===== src/rtl/indexed_list_engine_defines.svh =====
// Assertion macros used by the list engine top level.
`ifndef INDEXED_LIST_ENGINE_DEFINES_SVH
`define INDEXED_LIST_ENGINE_DEFINES_SVH

// Same-cycle implication, checked at every rising edge outside reset.
`define ILE_ASSERT_SAME(lbl, clk, rst, ante, cons) \
   lbl: assert property (@(posedge clk) disable iff (rst) (ante) |-> (cons)) \
      else $error("same-cycle check failed");

// Next-cycle implication, checked at every rising edge outside reset.
`define ILE_ASSERT_NEXT(lbl, clk, rst, ante, cons) \
   lbl: assert property (@(posedge clk) disable iff (rst) (ante) |=> (cons)) \
      else $error("next-cycle check failed");

`endif


===== src/rtl/ile_pkg.sv =====
`default_nettype none

package ile_pkg;

   localparam int CAPACITY_DEF = 64;
   localparam int POS_W        = 8;
   localparam int CMD_W        = 3;
   localparam int DATA_W       = 32;

   localparam logic [CMD_W-1:0] CMD_READ   = 3'd0;
   localparam logic [CMD_W-1:0] CMD_HEAD   = 3'd1;
   localparam logic [CMD_W-1:0] CMD_TAIL   = 3'd2;
   localparam logic [CMD_W-1:0] CMD_BEFORE = 3'd3;
   localparam logic [CMD_W-1:0] CMD_DELETE = 3'd4;

   localparam logic signed [DATA_W-1:0] READ_MISS = -32'sd1;

   // Per-cell control, decoded once in the top level for each cell.
   typedef struct packed {
      logic take_value;   // load the broadcast value
      logic take_prev;    // move up: copy the cell toward the head
      logic take_next;    // move down: copy the cell toward the tail
      logic snap_load;    // copy the entry into the read chain
      logic snap_shift;   // advance the read chain one cell toward the head
   } ile_cell_ctl_type;

endpackage

`default_nettype wire


===== src/rtl/ile_cell.sv =====
`default_nettype none

module ile_cell (
   input  wire logic                              clock,
   input  wire ile_pkg::ile_cell_ctl_type         ctl,
   input  wire logic signed [ile_pkg::DATA_W-1:0] value_in,
   input  wire logic signed [ile_pkg::DATA_W-1:0] prev_entry,
   input  wire logic signed [ile_pkg::DATA_W-1:0] next_entry,
   input  wire logic signed [ile_pkg::DATA_W-1:0] next_snap,
   output logic signed [ile_pkg::DATA_W-1:0]      entry_value,
   output logic signed [ile_pkg::DATA_W-1:0]      snap_value
);
   import ile_pkg::*;

   logic signed [DATA_W-1:0] entry_ff;
   logic signed [DATA_W-1:0] entry_in;
   logic signed [DATA_W-1:0] snap_ff;
   logic signed [DATA_W-1:0] snap_in;

   always_comb begin
      entry_in = entry_ff;
      if (ctl.take_value) begin
         entry_in = value_in;
      end else if (ctl.take_prev) begin
         entry_in = prev_entry;
      end else if (ctl.take_next) begin
         entry_in = next_entry;
      end

      snap_in = snap_ff;
      if (ctl.snap_load) begin
         snap_in = entry_ff;
      end else if (ctl.snap_shift) begin
         snap_in = next_snap;
      end
   end

   always_ff @(posedge clock) begin
      entry_ff <= entry_in;
      snap_ff  <= snap_in;
   end

   assign entry_value = entry_ff;
   assign snap_value  = snap_ff;

endmodule

`default_nettype wire


===== config.mk =====
export PLATFORM = sky130hd
export DESIGN_NAME = ile_cell
export DESIGN_NICKNAME = d
export VERILOG_FILES = /design/src/rtl/indexed_list_engine_defines.svh /design/src/rtl/ile_pkg.sv /design/src/rtl/ile_cell.sv
export SDC_FILE = /design/constraint.sdc
export NUM_CORES = 1
export LEC_CHECK = 0
export BUFFER_PORTS_ARGS = -buffer_cell sky130_fd_sc_hd__clkbuf_2
export CAP_MARGIN = 0
export CORE_MARGIN = 5
export CORE_UTILIZATION = 39
export CTS_BUF_LIST = sky130_fd_sc_hd__clkbuf_4 sky130_fd_sc_hd__clkbuf_8 sky130_fd_sc_hd__clkbuf_16
export DETAILED_ROUTE_END_ITERATION = 10
export PLACE_DENSITY = 0.89
export SYNTH_ARGS = -nofsm -noshare
export SYNTH_HDL_FRONTEND = slang
export SYNTH_SLANG_ARGS = --single-unit

===== constraint.sdc =====
create_clock -name clock -period 1.7 [get_ports clock]
set_clock_uncertainty 0.15 [all_clocks]
set_input_delay 0.17 -clock clock [delete_from_list [all_inputs] [get_ports clock]]
set_output_delay 0.17 -clock clock [all_outputs]
set_load 0.005 [all_outputs]

## After elaboration in Yosys (flattened, before gate mapping)

Cells that the tools add are included.

| cells by class | value |
|---|---|
| mux-type cells | 5 |
| reductions and logical operators | 2 |

Operators by type and width:

| kind | count |
|---|---|
| 32-bit two-way mux | 5 |
| 3-bit nonzero test | 1 |
| 2-bit nonzero test | 1 |

| storage, ports and cells | value |
|---|---|
| bits in registers | 64 |
| input bits | 134 |
| output and inout port bits | 64 |
| word-level logic and storage cells | 9 |

## Longest topological paths before layout

Gate-level depths: netlist (run 1).

| logic depth | value |
|---|---|
| depth after elaboration | 3 |
| gate-level depth with buffers | 4 |
| depth with buffers taken out | 2 |

## Worst setup path before layout (run 1)

OpenSTA, ideal clock, no wires.

| path | value |
|---|---|
| path type | in2reg |
| start | input port ctl[1] (netlist name) |
| end | register snap_ff[0] (netlist: snap_value[0]) (enable) |
| stages on the path | 3 |
| data arrival time | 1.192 ns |
| setup slack | -0.033 ns |
| buffers on the path | 2 |
| required time | 1.160 ns |
| cell sequence | buf_6 -> buf_12 -> or2_1 |

| between the ends | value |
|---|---|
| longest elaborated chain between the ends | 1 |

Ends and longest elaborated chain:

| what | line | text |
|---|---|---|
| from (decl) | ile_cell.sv:5 | `input wire ile_pkg::ile_cell_ctl_type ctl,` |
| 2-bit nonzero test (no source line) | - |  |
| to (signal assigned) | ile_cell.sv:40 | `snap_ff <= snap_in;` |
| to (decl) | ile_cell.sv:17 | `logic signed [DATA_W-1:0] snap_ff;` |

Every way passes these cells.
A chain may end at the register's enable or synchronous reset.

## Final worst setup path (run 1)

| path | value |
|---|---|
| start | register entry_ff[31] (netlist: entry_value[31]) |
| end | output port entry_value[31] (netlist name) |

RTL lines:

| what | line | text |
|---|---|---|
| from (decl) | ile_cell.sv:15 | `logic signed [DATA_W-1:0] entry_ff;` |
| from (signal assigned) | ile_cell.sv:39 | `entry_ff <= entry_in;` |
| to (decl) | ile_cell.sv:10 | `output logic signed [ile_pkg::DATA_W-1:0] entry_value,` |

No word-level cell between the ends.

==> run_summary.xml, run 1 <==
<?xml version="1.0" encoding="UTF-8"?>
<metrics>
  <group name="run_status">
    <metric name="status" unit="">finished, final reports clean</metric>
  </group>
  <group name="worst_setup_path">
    <metric name="crit_fanout" unit="">2</metric>
    <metric name="slowest_delay" unit="ns">0.44</metric>
    <metric name="critical_path_class" unit="">reg -&gt; out</metric>
    <metric name="timing.critical_path.buf_inv" unit="">1</metric>
    <metric name="cp_cell_sequence" unit="">clkbuf_2</metric>
    <metric name="timing.critical_path.to_type" unit="">output pin</metric>
    <metric name="worstPathRequired" unit="ns">1.38</metric>
    <metric name="worst_ep_arrival_time" unit="ns">0.91</metric>
    <metric name="critical_path_start_type" unit="">flip-flop</metric>
    <metric name="critical-path-top-delay-family" unit="">flip-flops</metric>
    <metric name="cp_slowest_cell" unit="">sky130_fd_sc_hd__edfxtp_1</metric>
  </group>
  <group name="die">
    <metric name="floorplan.initialDensity" unit="%">39.3</metric>
    <metric name="design.die.area" unit="um^2">10100</metric>
    <metric name="die_span_x" unit="um">100</metric>
    <metric name="die_y" unit="um">100</metric>
    <metric name="top_level_ports" unit="">198</metric>
    <metric name="fp-row-count" unit="">33</metric>
    <metric name="core_area" unit="um^2">8090</metric>
  </group>
  <group name="flow_run">
    <metric name="maxCapViolations" unit="">0</metric>
  </group>
  <group name="layout">
    <metric name="final_cell_mix" unit="">sky130_fd_sc_hd__clkbuf_2, sky130_fd_sc_hd__edfxtp_1, sky130_fd_sc_hd__dlygate4sd3_1</metric>
    <metric name="finalNetCount" unit="">596</metric>
    <metric name="postLayoutCoreUtil" unit="%">60.6</metric>
    <metric name="drive_gt1_share" unit="%">53.5</metric>
    <metric name="synthToLayoutAreaGrowth" unit="%">54.2</metric>
    <metric name="post-route-cell-area" unit="um^2">4910</metric>
    <metric name="final_common_cell" unit="">sky130_fd_sc_hd__clkbuf_2</metric>
  </group>
  <group name="global_routing">
    <metric name="global_route_wire_length_before_repair" unit="mm">14.7</metric>
    <metric name="maximum_number_of_pins_on_one_net_before_global_route_repair" unit="">39</metric>
    <metric name="vias_in_the_first_global_route" unit="">3036</metric>
    <metric name="grt_antenna_before_repair" unit="">1</metric>
    <metric name="grt_resource_usage_total" unit="%">19.3</metric>
    <metric name="grt_remaining_overflow" unit="">0</metric>
  </group>
  <group name="placement">
    <metric name="dp.final_hpwl" unit="mm">7.03</metric>
    <metric name="dpl_cell_area" unit="um^2">4200</metric>
    <metric name="finalWeightedCongestion" unit="">0.853</metric>
    <metric name="buffer_ports.inserted" unit="">197</metric>
  </group>
  <group name="routing">
    <metric name="detail_route.vias_per_cell" unit="">4.77</metric>
    <metric name="dr_wl_cell" unit="um">17.0</metric>
    <metric name="number_of_detailed_routing_iterations_run_before_antenna_repair" unit="">5</metric>
    <metric name="drt_first_iter_violations" unit="">75</metric>
    <metric name="drc" unit="">0</metric>
    <metric name="detail-route-antenna-nets" unit="">0</metric>
    <metric name="vias" unit="">2723</metric>
    <metric name="routed_wl" unit="mm">9.71</metric>
  </group>
  <group name="clock_network">
    <metric name="clk_pin_slew_worst_paths" unit="ns">0.06</metric>
    <metric name="cts_root_buffer" unit="">sky130_fd_sc_hd__clkbuf_8</metric>
    <metric name="clock_latency_on_the_worst_skew_pair" unit="ns">0.33</metric>
    <metric name="cts.path.max_buffers" unit="">2</metric>
    <metric name="htree_levels" unit="">3</metric>
    <metric name="cts_tree" unit="">built</metric>
    <metric name="clkSinkCount" unit="">64</metric>
    <metric name="num_cts_buffers" unit="">9</metric>
  </group>
  <group name="pwr">
    <metric name="total_power" unit="uW">4050</metric>
    <metric name="leakagePower" unit="uW">0.00239</metric>
    <metric name="peakVddDrop" unit="mV">0.400</metric>
    <metric name="powerDensity" unit="nW/um^2">826</metric>
  </group>
  <group name="synthesis">
    <metric name="yosys.cell_types.count" unit="">13</metric>
    <metric name="synthCells" unit="">209</metric>
    <metric name="ys_warn_count" unit="">0</metric>
    <metric name="synth_nets" unit="">343</metric>
    <metric name="synth.avg_cell_area" unit="um^2">15.2</metric>
    <metric name="netlist_area" unit="um^2">3180</metric>
    <metric name="synth_sequential_area_ratio" unit="%">60.4</metric>
    <metric name="synth.ff_latch_count" unit="">64</metric>
  </group>
  <group name="timing">
    <metric name="clock.fmax" unit="MHz">812</metric>
    <metric name="holdWs" unit="ns">0.00411</metric>
    <metric name="fin_setup_tns" unit="ns">0</metric>
    <metric name="rsz0062_at_grt" unit="">false</metric>
    <metric name="finalSetupViolCount" unit="">0</metric>
    <metric name="final.min_clock_period" unit="ns">1.23</metric>
    <metric name="worst_slew_pin_slew" unit="ns">0.752</metric>
    <metric name="slew_headroom" unit="%">49.9</metric>
    <metric name="finalMaxSlewViolations" unit="">0</metric>
    <metric name="timing.final.hold_violations" unit="">0</metric>
    <metric name="finalCritPeriodShare" unit="%">72.4</metric>
  </group>
  <group name="hold_path">
    <metric name="min-delay-path-class" unit="">in -&gt; reg</metric>
  </group>
</metrics>
==> per-stage QoR <==
step | worst slack, ns | instances
floorplan | 0.0708 | 209
CTS | 0.449 | 568
global placement | 0.304 | 503
global route | 0.424 | 571
finish | 0.469 | 571
detailed placement | 0.237 | 503
==> Yosys cell counts (all sizes together) <==
library cell / n / share of area, %
clkbuf: 1 / 0.12
nand2: 32 / 3.8
mux2: 32 / 15
o21ai: 32 / 5.0
or3: 1 / 0.20
buf: 14 / 5.4
mux2i: 32 / 10
or2: 1 / 0.20
edfxtp: 64 / 60
==> final timing paths <==
path              slack, ns                       end  cells after the start                 startpoint
hold reg to reg        0.44  snap_value[13]$_DFFE_PP_                      1  entry_value[13]$_DFFE_PP_
setup / recovery       0.47           entry_value[31]                      1  entry_value[31]$_DFFE_PP_
setup reg to reg       0.57  snap_value[31]$_DFFE_PP_                      1  entry_value[31]$_DFFE_PP_
hold / removal        0.004  entry_value[3]$_DFFE_PP_                      3                value_in[3]
==> sequential cells by signal, summed over array words and instances (netlist names) <==
name and count:
snap_value 32, entry_value 32
==> power breakdown <==
group,switching (uW),internal (uW),total [uW]
combinational,333,487,820
clock,538,648,1190
sequential,88.7,1960,2050
total,960,3090,4050
==> per-layer routing <==
layer / routed length, um / vias to the layer above / global-route usage (%)
met3: 625 / 34 / 4.59
met4: 414 / 0 / 11.1
met1: 3440 / 1267 / 20.2
li1: - / 1288 / -
met2: 5230 / 134 / 35.0
met5: 0 / - / 0
==> kinds of logic after synthesis <==
logic type	after synthesis	synth area share (%)
AOI/OAI and AO/OA	32	5.04
buffers and inverters	15	5.55
DFF	64	60.4
muxes	64	24.8
and+or+nand+nor	34	4.17
==> cell type report <==
class | count | area [um^2]
sequential | 64 | 1920
timing repair buffer | 257 | 1590
tap | 105 | 131
fill | 625 | 3190
multi-input combinational | 130 | 1080
clock inverter | 5 | 50.0
antenna | 1 | 2.50
clock buffer | 9 | 124
==> what timing repair did <==
| item | 4_1_cts | 5_1_grt |
|---|---|---|
| hold buffers | 51 | 2 |
| setup buffers | 0 | 0 |
| endpoints found under the setup margin | 0 | 0 |
| hold endpoints to repair | 51 | 2 |
| gates resized for setup | 0 | 0 |
Power figures use the tool's default switching activity.
==> run 2, diff against run 1 <==
- CORE_UTILIZATION: 39 -> 40
- PLACE_DENSITY: 0.89 -> 0.88
- clock period: 1.7 -> 1.2 ns (I/O delays scaled with it)
==> run 2 against run 1 <==
  * The flow now finishes with violations (setup timing)
  * Critical path type unchanged
  * Clock power is 71% higher
  * Sequential power increased by 41%
  * Die area down 2.3%
  * Register-to-register slack lost 0.50 ns
  * Hold slack improved by 0.010 ns
  * Power rose by 53%
  * Flip-flop and latch count stayed put
  * First-iteration DRC count up 40%
  * Highest routed layer unchanged
  * Cell count increased by 6.5%
  * Core utilization rose by 8.6 points
  * Global-route usage up 2.0 points
==> run_summary.xml, run 2 (synthesis gave the netlist of run 1 again) <==
<?xml version="1.0" encoding="UTF-8"?>
<metrics>
  <group name="worst_setup_path">
    <metric name="crit-reg2reg-launch" unit="">entry_value[4]$_DFFE_PP_</metric>
    <metric name="ff2ff_path_depth" unit="">1</metric>
    <metric name="worst_ep_arrival_time" unit="ns">0.93</metric>
    <metric name="critical_path_class" unit="">reg -&gt; out</metric>
    <metric name="critical_path_start_type" unit="">flip-flop</metric>
    <metric name="cp_cell_sequence" unit="">clkbuf_2</metric>
    <metric name="crit_fanout" unit="">2</metric>
    <metric name="crit-reg2reg-capture" unit="">snap_value[4]$_DFFE_PP_</metric>
    <metric name="slowest_delay" unit="ns">0.46</metric>
    <metric name="timing.critical_path.to_type" unit="">output pin</metric>
    <metric name="reg2reg_slack" unit="ns">0.07</metric>
    <metric name="worstPathRequired" unit="ns">0.93</metric>
    <metric name="critical-path-top-delay-family" unit="">flip-flops</metric>
    <metric name="cp_slowest_cell" unit="">sky130_fd_sc_hd__edfxtp_1</metric>
    <metric name="timing.critical_path.buf_inv" unit="">1</metric>
  </group>
  <group name="routing">
    <metric name="met2_wirelength" unit="mm">5.83</metric>
    <metric name="detail-route-antenna-nets" unit="">0</metric>
    <metric name="drt_first_iter_violations" unit="">105</metric>
    <metric name="routed_wl" unit="mm">10.6</metric>
    <metric name="dr_wl_cell" unit="um">17.4</metric>
    <metric name="met3WireLength" unit="um">644</metric>
    <metric name="detail_route.wirelength.met1" unit="mm">3.78</metric>
    <metric name="number_of_detailed_routing_iterations_run_before_antenna_repair" unit="">4</metric>
    <metric name="detail_route.vias_per_cell" unit="">4.81</metric>
    <metric name="top_layer_used_by_detailed_routing" unit="">met4</metric>
    <metric name="vias" unit="">2926</metric>
    <metric name="drc" unit="">0</metric>
  </group>
  <group name="hold_path">
    <metric name="min-delay-path-class" unit="">in -&gt; reg</metric>
    <metric name="whs_path_depth" unit="">3</metric>
    <metric name="worst_hold_startpoint" unit="">prev_entry[31]</metric>
    <metric name="holdPathEnd" unit="">entry_value[31]$_DFFE_PP_</metric>
  </group>
  <group name="clock_network">
    <metric name="cts.path.max_buffers" unit="">2</metric>
    <metric name="num_cts_buffers" unit="">9</metric>
    <metric name="clkSinkCount" unit="">64</metric>
    <metric name="cts_tree" unit="">built</metric>
    <metric name="clock_latency_on_the_worst_skew_pair" unit="ns">0.33</metric>
    <metric name="htree_levels" unit="">3</metric>
    <metric name="cts_root_buffer" unit="">sky130_fd_sc_hd__clkbuf_8</metric>
    <metric name="clk_pin_slew_worst_paths" unit="ns">0.07</metric>
    <metric name="cts_resized" unit="">0</metric>
  </group>
  <group name="pwr">
    <metric name="peakVddDrop" unit="mV">0.563</metric>
    <metric name="power_switching_share" unit="%">22.9</metric>
    <metric name="leakagePower" unit="uW">0.00259</metric>
    <metric name="power.combinational.fraction" unit="%">20.6</metric>
    <metric name="p_int" unit="uW">4790</metric>
    <metric name="power.switching" unit="uW">1420</metric>
    <metric name="share_seq_of_total_power" unit="%">46.8</metric>
    <metric name="pwr-share-clk" unit="%">32.6</metric>
    <metric name="powerDensity" unit="nW/um^2">1160</metric>
  </group>
  <group name="timing">
    <metric name="rsz0062_at_grt" unit="">true</metric>
    <metric name="timing.final.hold_violations" unit="">0</metric>
    <metric name="finalMaxSlewViolations" unit="">0</metric>
    <metric name="slew_headroom" unit="%">69.0</metric>
    <metric name="clock.fmax" unit="MHz">830</metric>
    <metric name="finalCritPeriodShare" unit="%">100</metric>
    <metric name="finalSetupViolCount" unit="">1</metric>
    <metric name="final.min_clock_period" unit="ns">1.20</metric>
    <metric name="final.setup.worst_slack" unit="ns">-0.00418</metric>
    <metric name="holdWs" unit="ns">0.0144</metric>
    <metric name="worst_slew_pin_slew" unit="ns">0.465</metric>
  </group>
  <group name="run_status">
    <metric name="violations" unit="">setup timing</metric>
    <metric name="status" unit="">complete, but fails checks</metric>
  </group>
  <group name="layout">
    <metric name="synthToLayoutAreaGrowth" unit="%">68.1</metric>
    <metric name="postLayoutCoreUtil" unit="%">69.2</metric>
    <metric name="layout.area.seq" unit="um^2">1920</metric>
    <metric name="fillers" unit="">540</metric>
    <metric name="final_cell_mix" unit="">sky130_fd_sc_hd__clkbuf_2, sky130_fd_sc_hd__dlygate4sd3_1, sky130_fd_sc_hd__edfxtp_1</metric>
    <metric name="post-route-cell-area" unit="um^2">5350</metric>
    <metric name="final_common_cell" unit="">sky130_fd_sc_hd__clkbuf_2</metric>
    <metric name="multi_input_comb_area" unit="um^2">1090</metric>
    <metric name="finalNetCount" unit="">633</metric>
    <metric name="drive_gt1_share" unit="%">50.4</metric>
  </group>
  <group name="die">
    <metric name="core_area" unit="um^2">7730</metric>
    <metric name="die_y" unit="um">99.2</metric>
    <metric name="top_level_ports" unit="">198</metric>
    <metric name="design.die.area" unit="um^2">9830</metric>
    <metric name="floorplan.initialDensity" unit="%">41.2</metric>
    <metric name="die_span_x" unit="um">99.2</metric>
    <metric name="fp-row-count" unit="">32</metric>
  </group>
  <group name="global_routing">
    <metric name="grt_antenna_before_repair" unit="">2</metric>
    <metric name="grt_remaining_overflow" unit="">0</metric>
    <metric name="grt_resource_usage_total" unit="%">21.3</metric>
    <metric name="vias_in_the_first_global_route" unit="">3234</metric>
    <metric name="maximum_number_of_pins_on_one_net_before_global_route_repair" unit="">36</metric>
    <metric name="global_route_wire_length_before_repair" unit="mm">16.2</metric>
  </group>
  <group name="placement">
    <metric name="dp.final_hpwl" unit="mm">6.93</metric>
    <metric name="buffer_ports.inserted" unit="">197</metric>
    <metric name="finalWeightedCongestion" unit="">0.830</metric>
    <metric name="dpl_cell_area" unit="um^2">4240</metric>
  </group>
  <group name="flow_run">
    <metric name="maxCapViolations" unit="">0</metric>
  </group>
</metrics>
run 2: area by class of cell:
| cell class | count | share of cell area [%] |
|---|---|---|
| timing repair buffer | 294 | 37.2 |
| tap | 102 | 2.39 |
| sequential | 64 | 35.9 |
| clock buffer | 12 | 2.74 |
| multi-input combinational | 130 | 20.4 |
| clock inverter | 4 | 1.29 |
| antenna | 2 | 0.0936 |
run 2: how the worst max path moves through the flow:
stage,depth (start not counted),from,slack [ns],to
after floorplan,3,ctl[1],0.001,snap_value[0]$_DFFE_PP_
after global placement,2,ctl[4],-0.07,entry_value[29]$_DFFE_PP_
after detailed placement,2,ctl[4],-0.10,entry_value[20]$_DFFE_PP_
after CTS,1,entry_value[4]$_DFFE_PP_,0.00007,entry_value[4]
after global routing,1,entry_value[4]$_DFFE_PP_,-0.01,entry_value[4]
final,1,entry_value[4]$_DFFE_PP_,-0.004,entry_value[4]
run 2: power by group through the flow:
stage          sequential [uW]  clock (uW)  combinational (uW)
2_1_floorplan             2940           0                 464
3_5_place_dp              2950           0                1030
4_1_cts                   2900        2060                1270
3_3_place_gp              2930           0                 998
6_report                  2900        2030                1280
5_1_grt                   2920        2160                1370
run 2: through the flow:
step	TNS [ns]	power (uW)	setup slack, ns	std cells
final	-0.00418	6210	-0.00418	608
after global routing	-0.0310	6450	-0.0144	608
after CTS	0	6230	0.0000703	606
after detailed placement	-6.08	3970	-0.100	501
after global placement	-3.48	3930	-0.0731	501
after floorplan	0	3410	0.00104	209
run 2: timing repair:
item	CTS	global route
setup buffers	0	0
endpoints found under the hold margin	64	0
hold buffers	89	0
setup endpoints to repair	0	3
run 2: per-layer routing:
metal  up-vias  track usage (%)
li1       1362                -
met1      1393             21.6
met2       133             39.8
met3        38             4.98
met4         0             11.6
met5         -                0
==> run 3, diff against run 2 <==
- CORE_UTILIZATION: 40 -> 43
- PLACE_DENSITY: 0.88 -> 0.92
==> run 3 against run 2 <==
  * Non-clock buffer count up 5
  * The flow now finishes without violations
  * Highest routed layer is now met5
  * Die area down 6.3%
  * Clock power down 25%
==> run_summary.xml, run 3 (synthesis gave the netlist of run 1 again) <==
<?xml version="1.0" encoding="UTF-8"?>
<metrics>
  <group name="timing">
    <metric name="worst_slew_pin_slew" unit="ns">0.451</metric>
    <metric name="clock.fmax" unit="MHz">862</metric>
    <metric name="finalSetupViolCount" unit="">0</metric>
    <metric name="slew_headroom" unit="%">69.9</metric>
    <metric name="finalMaxSlewViolations" unit="">0</metric>
    <metric name="rsz0062_at_grt" unit="">true</metric>
    <metric name="fin_setup_tns" unit="ns">0</metric>
    <metric name="finalCritPeriodShare" unit="%">96.7</metric>
    <metric name="timing.final.hold_violations" unit="">0</metric>
    <metric name="final.min_clock_period" unit="ns">1.16</metric>
  </group>
  <group name="clock_network">
    <metric name="clk_pin_slew_worst_paths" unit="ns">0.07</metric>
    <metric name="cts_root_buffer" unit="">sky130_fd_sc_hd__clkbuf_8</metric>
    <metric name="postCtsSetupRepairBufs" unit="">0</metric>
    <metric name="clock_latency_on_the_worst_skew_pair" unit="ns">0.33</metric>
    <metric name="htree_levels" unit="">3</metric>
    <metric name="cts_tree" unit="">built</metric>
    <metric name="clkSinkCount" unit="">64</metric>
    <metric name="num_cts_buffers" unit="">9</metric>
    <metric name="cts.path.max_buffers" unit="">2</metric>
  </group>
  <group name="layout">
    <metric name="drive_gt1_share" unit="%">50.4</metric>
    <metric name="finalNetCount" unit="">638</metric>
    <metric name="final_cell_mix" unit="">sky130_fd_sc_hd__clkbuf_2, sky130_fd_sc_hd__dlygate4sd3_1, sky130_fd_sc_hd__edfxtp_1</metric>
    <metric name="final_common_cell" unit="">sky130_fd_sc_hd__clkbuf_2</metric>
    <metric name="synthToLayoutAreaGrowth" unit="%">67.1</metric>
    <metric name="postLayoutCoreUtil" unit="%">73.7</metric>
  </group>
  <group name="routing">
    <metric name="number_of_detailed_routing_iterations_run_before_antenna_repair" unit="">4</metric>
    <metric name="detail-route-antenna-nets" unit="">0</metric>
    <metric name="vias" unit="">2905</metric>
    <metric name="drt_first_iter_violations" unit="">67</metric>
    <metric name="drc" unit="">0</metric>
    <metric name="dr_wl_cell" unit="um">18.1</metric>
    <metric name="routed_wl" unit="mm">11.0</metric>
    <metric name="detail_route.vias_per_cell" unit="">4.78</metric>
  </group>
  <group name="run_status">
    <metric name="status" unit="">finished, final reports clean</metric>
  </group>
  <group name="pwr">
    <metric name="leakagePower" unit="uW">0.00258</metric>
    <metric name="peakVddDrop" unit="mV">0.438</metric>
    <metric name="powerDensity" unit="nW/um^2">1070</metric>
  </group>
  <group name="worst_setup_path">
    <metric name="timing.critical_path.to_type" unit="">output pin</metric>
    <metric name="cp_cell_sequence" unit="">clkbuf_2</metric>
    <metric name="critical_path_start_type" unit="">flip-flop</metric>
    <metric name="crit_fanout" unit="">2</metric>
    <metric name="timing.critical_path.buf_inv" unit="">1</metric>
    <metric name="critical-path-top-delay-family" unit="">flip-flops</metric>
    <metric name="critical_path_class" unit="">reg -&gt; out</metric>
    <metric name="cp_slowest_cell" unit="">sky130_fd_sc_hd__edfxtp_1</metric>
    <metric name="worstPathRequired" unit="ns">0.93</metric>
    <metric name="slowest_delay" unit="ns">0.43</metric>
    <metric name="worst_ep_arrival_time" unit="ns">0.89</metric>
  </group>
  <group name="die">
    <metric name="die_y" unit="um">96.0</metric>
    <metric name="fp-row-count" unit="">31</metric>
    <metric name="floorplan.initialDensity" unit="%">44.1</metric>
    <metric name="design.die.area" unit="um^2">9220</metric>
    <metric name="die_span_x" unit="um">96.0</metric>
    <metric name="top_level_ports" unit="">198</metric>
    <metric name="core_area" unit="um^2">7210</metric>
  </group>
  <group name="placement">
    <metric name="dp.final_hpwl" unit="mm">6.95</metric>
    <metric name="finalWeightedCongestion" unit="">0.777</metric>
    <metric name="buffer_ports.inserted" unit="">197</metric>
  </group>
  <group name="global_routing">
    <metric name="maximum_number_of_pins_on_one_net_before_global_route_repair" unit="">44</metric>
    <metric name="grt_resource_usage_total" unit="%">23.4</metric>
    <metric name="grt_antenna_before_repair" unit="">1</metric>
    <metric name="global_route_wire_length_before_repair" unit="mm">15.8</metric>
    <metric name="grt_remaining_overflow" unit="">0</metric>
    <metric name="vias_in_the_first_global_route" unit="">3232</metric>
  </group>
  <group name="hold_path">
    <metric name="min-delay-path-class" unit="">in -&gt; reg</metric>
  </group>
  <group name="flow_run">
    <metric name="maxCapViolations" unit="">0</metric>
  </group>
</metrics>
==> run 3: what timing repair did <==
| action | CTS | global route |
|---|---|---|
| setup endpoints to repair | 0 | 1 |
| hold buffers | 92 | 0 |
| endpoints found under the hold margin | 64 | 0 |
| resized for setup | 0 | 0 |
==> run 3: path summary, 6_finish.rpt <==
| kind | start | endpoint | slack [ns] | depth (start not counted) |
|---|---|---|---|---|
| worst max-delay path | entry_value[10]$_DFFE_PP_ | entry_value[10] | 0.04 | 1 |
| worst min-delay path | next_entry[30] | entry_value[30]$_DFFE_PP_ | 0.02 | 3 |
| worst max register to register | entry_value[10]$_DFFE_PP_ | snap_value[10]$_DFFE_PP_ | 0.08 | 1 |
| worst min register to register | entry_value[13]$_DFFE_PP_ | snap_value[13]$_DFFE_PP_ | 0.43 | 1 |
==> run 3: metrics by stage <==
step	hold slack, ns	total power, uW	instances	setup slack, ns	area, um^2
2_1_floorplan	0.161	3410	209	0.00104	3190
3_3_place_gp	0.257	3930	500	-0.178	4230
3_5_place_dp	0.262	3970	500	-0.195	4230
4_1_cts	0.000212	5710	607	0.0194	5310
5_1_grt	0.0141	5950	607	-0.00428	5310
6_report	0.0196	5710	608	0.0399	5310
==> run 3: area by class of cell <==
type	instances	area, um^2
repair buffers	299	2020
flip-flops and latches	64	1920
fillers	493	1900
multi-input cells	130	1090
clock buffers	10	131
well taps	99	124
clock inverters	5	25.0
diodes	1	2.50
==> run 3: metal layers <==
| layer | vias up | GRT usage, % | share of wire [%] | wire (um) |
|---|---|---|---|---|
| met1 | 1323 | 23.8 | 35 | 3810 |
| li1 | 1371 | - | - | - |
| met5 | - | 0 | 0.12 | 13 |
| met2 | 165 | 42.4 | 54 | 5940 |
| met3 | 44 | 5.47 | 6.4 | 702 |
| met4 | 2 | 15.5 | 4.7 | 515 |
==> run 3: where the power goes <==
| part | switching, uW | internal (uW) | total (uW) |
|---|---|---|---|
| combinational | 511 | 786 | 1300 |
| sequential | 121 | 2780 | 2900 |
| clock | 773 | 742 | 1520 |
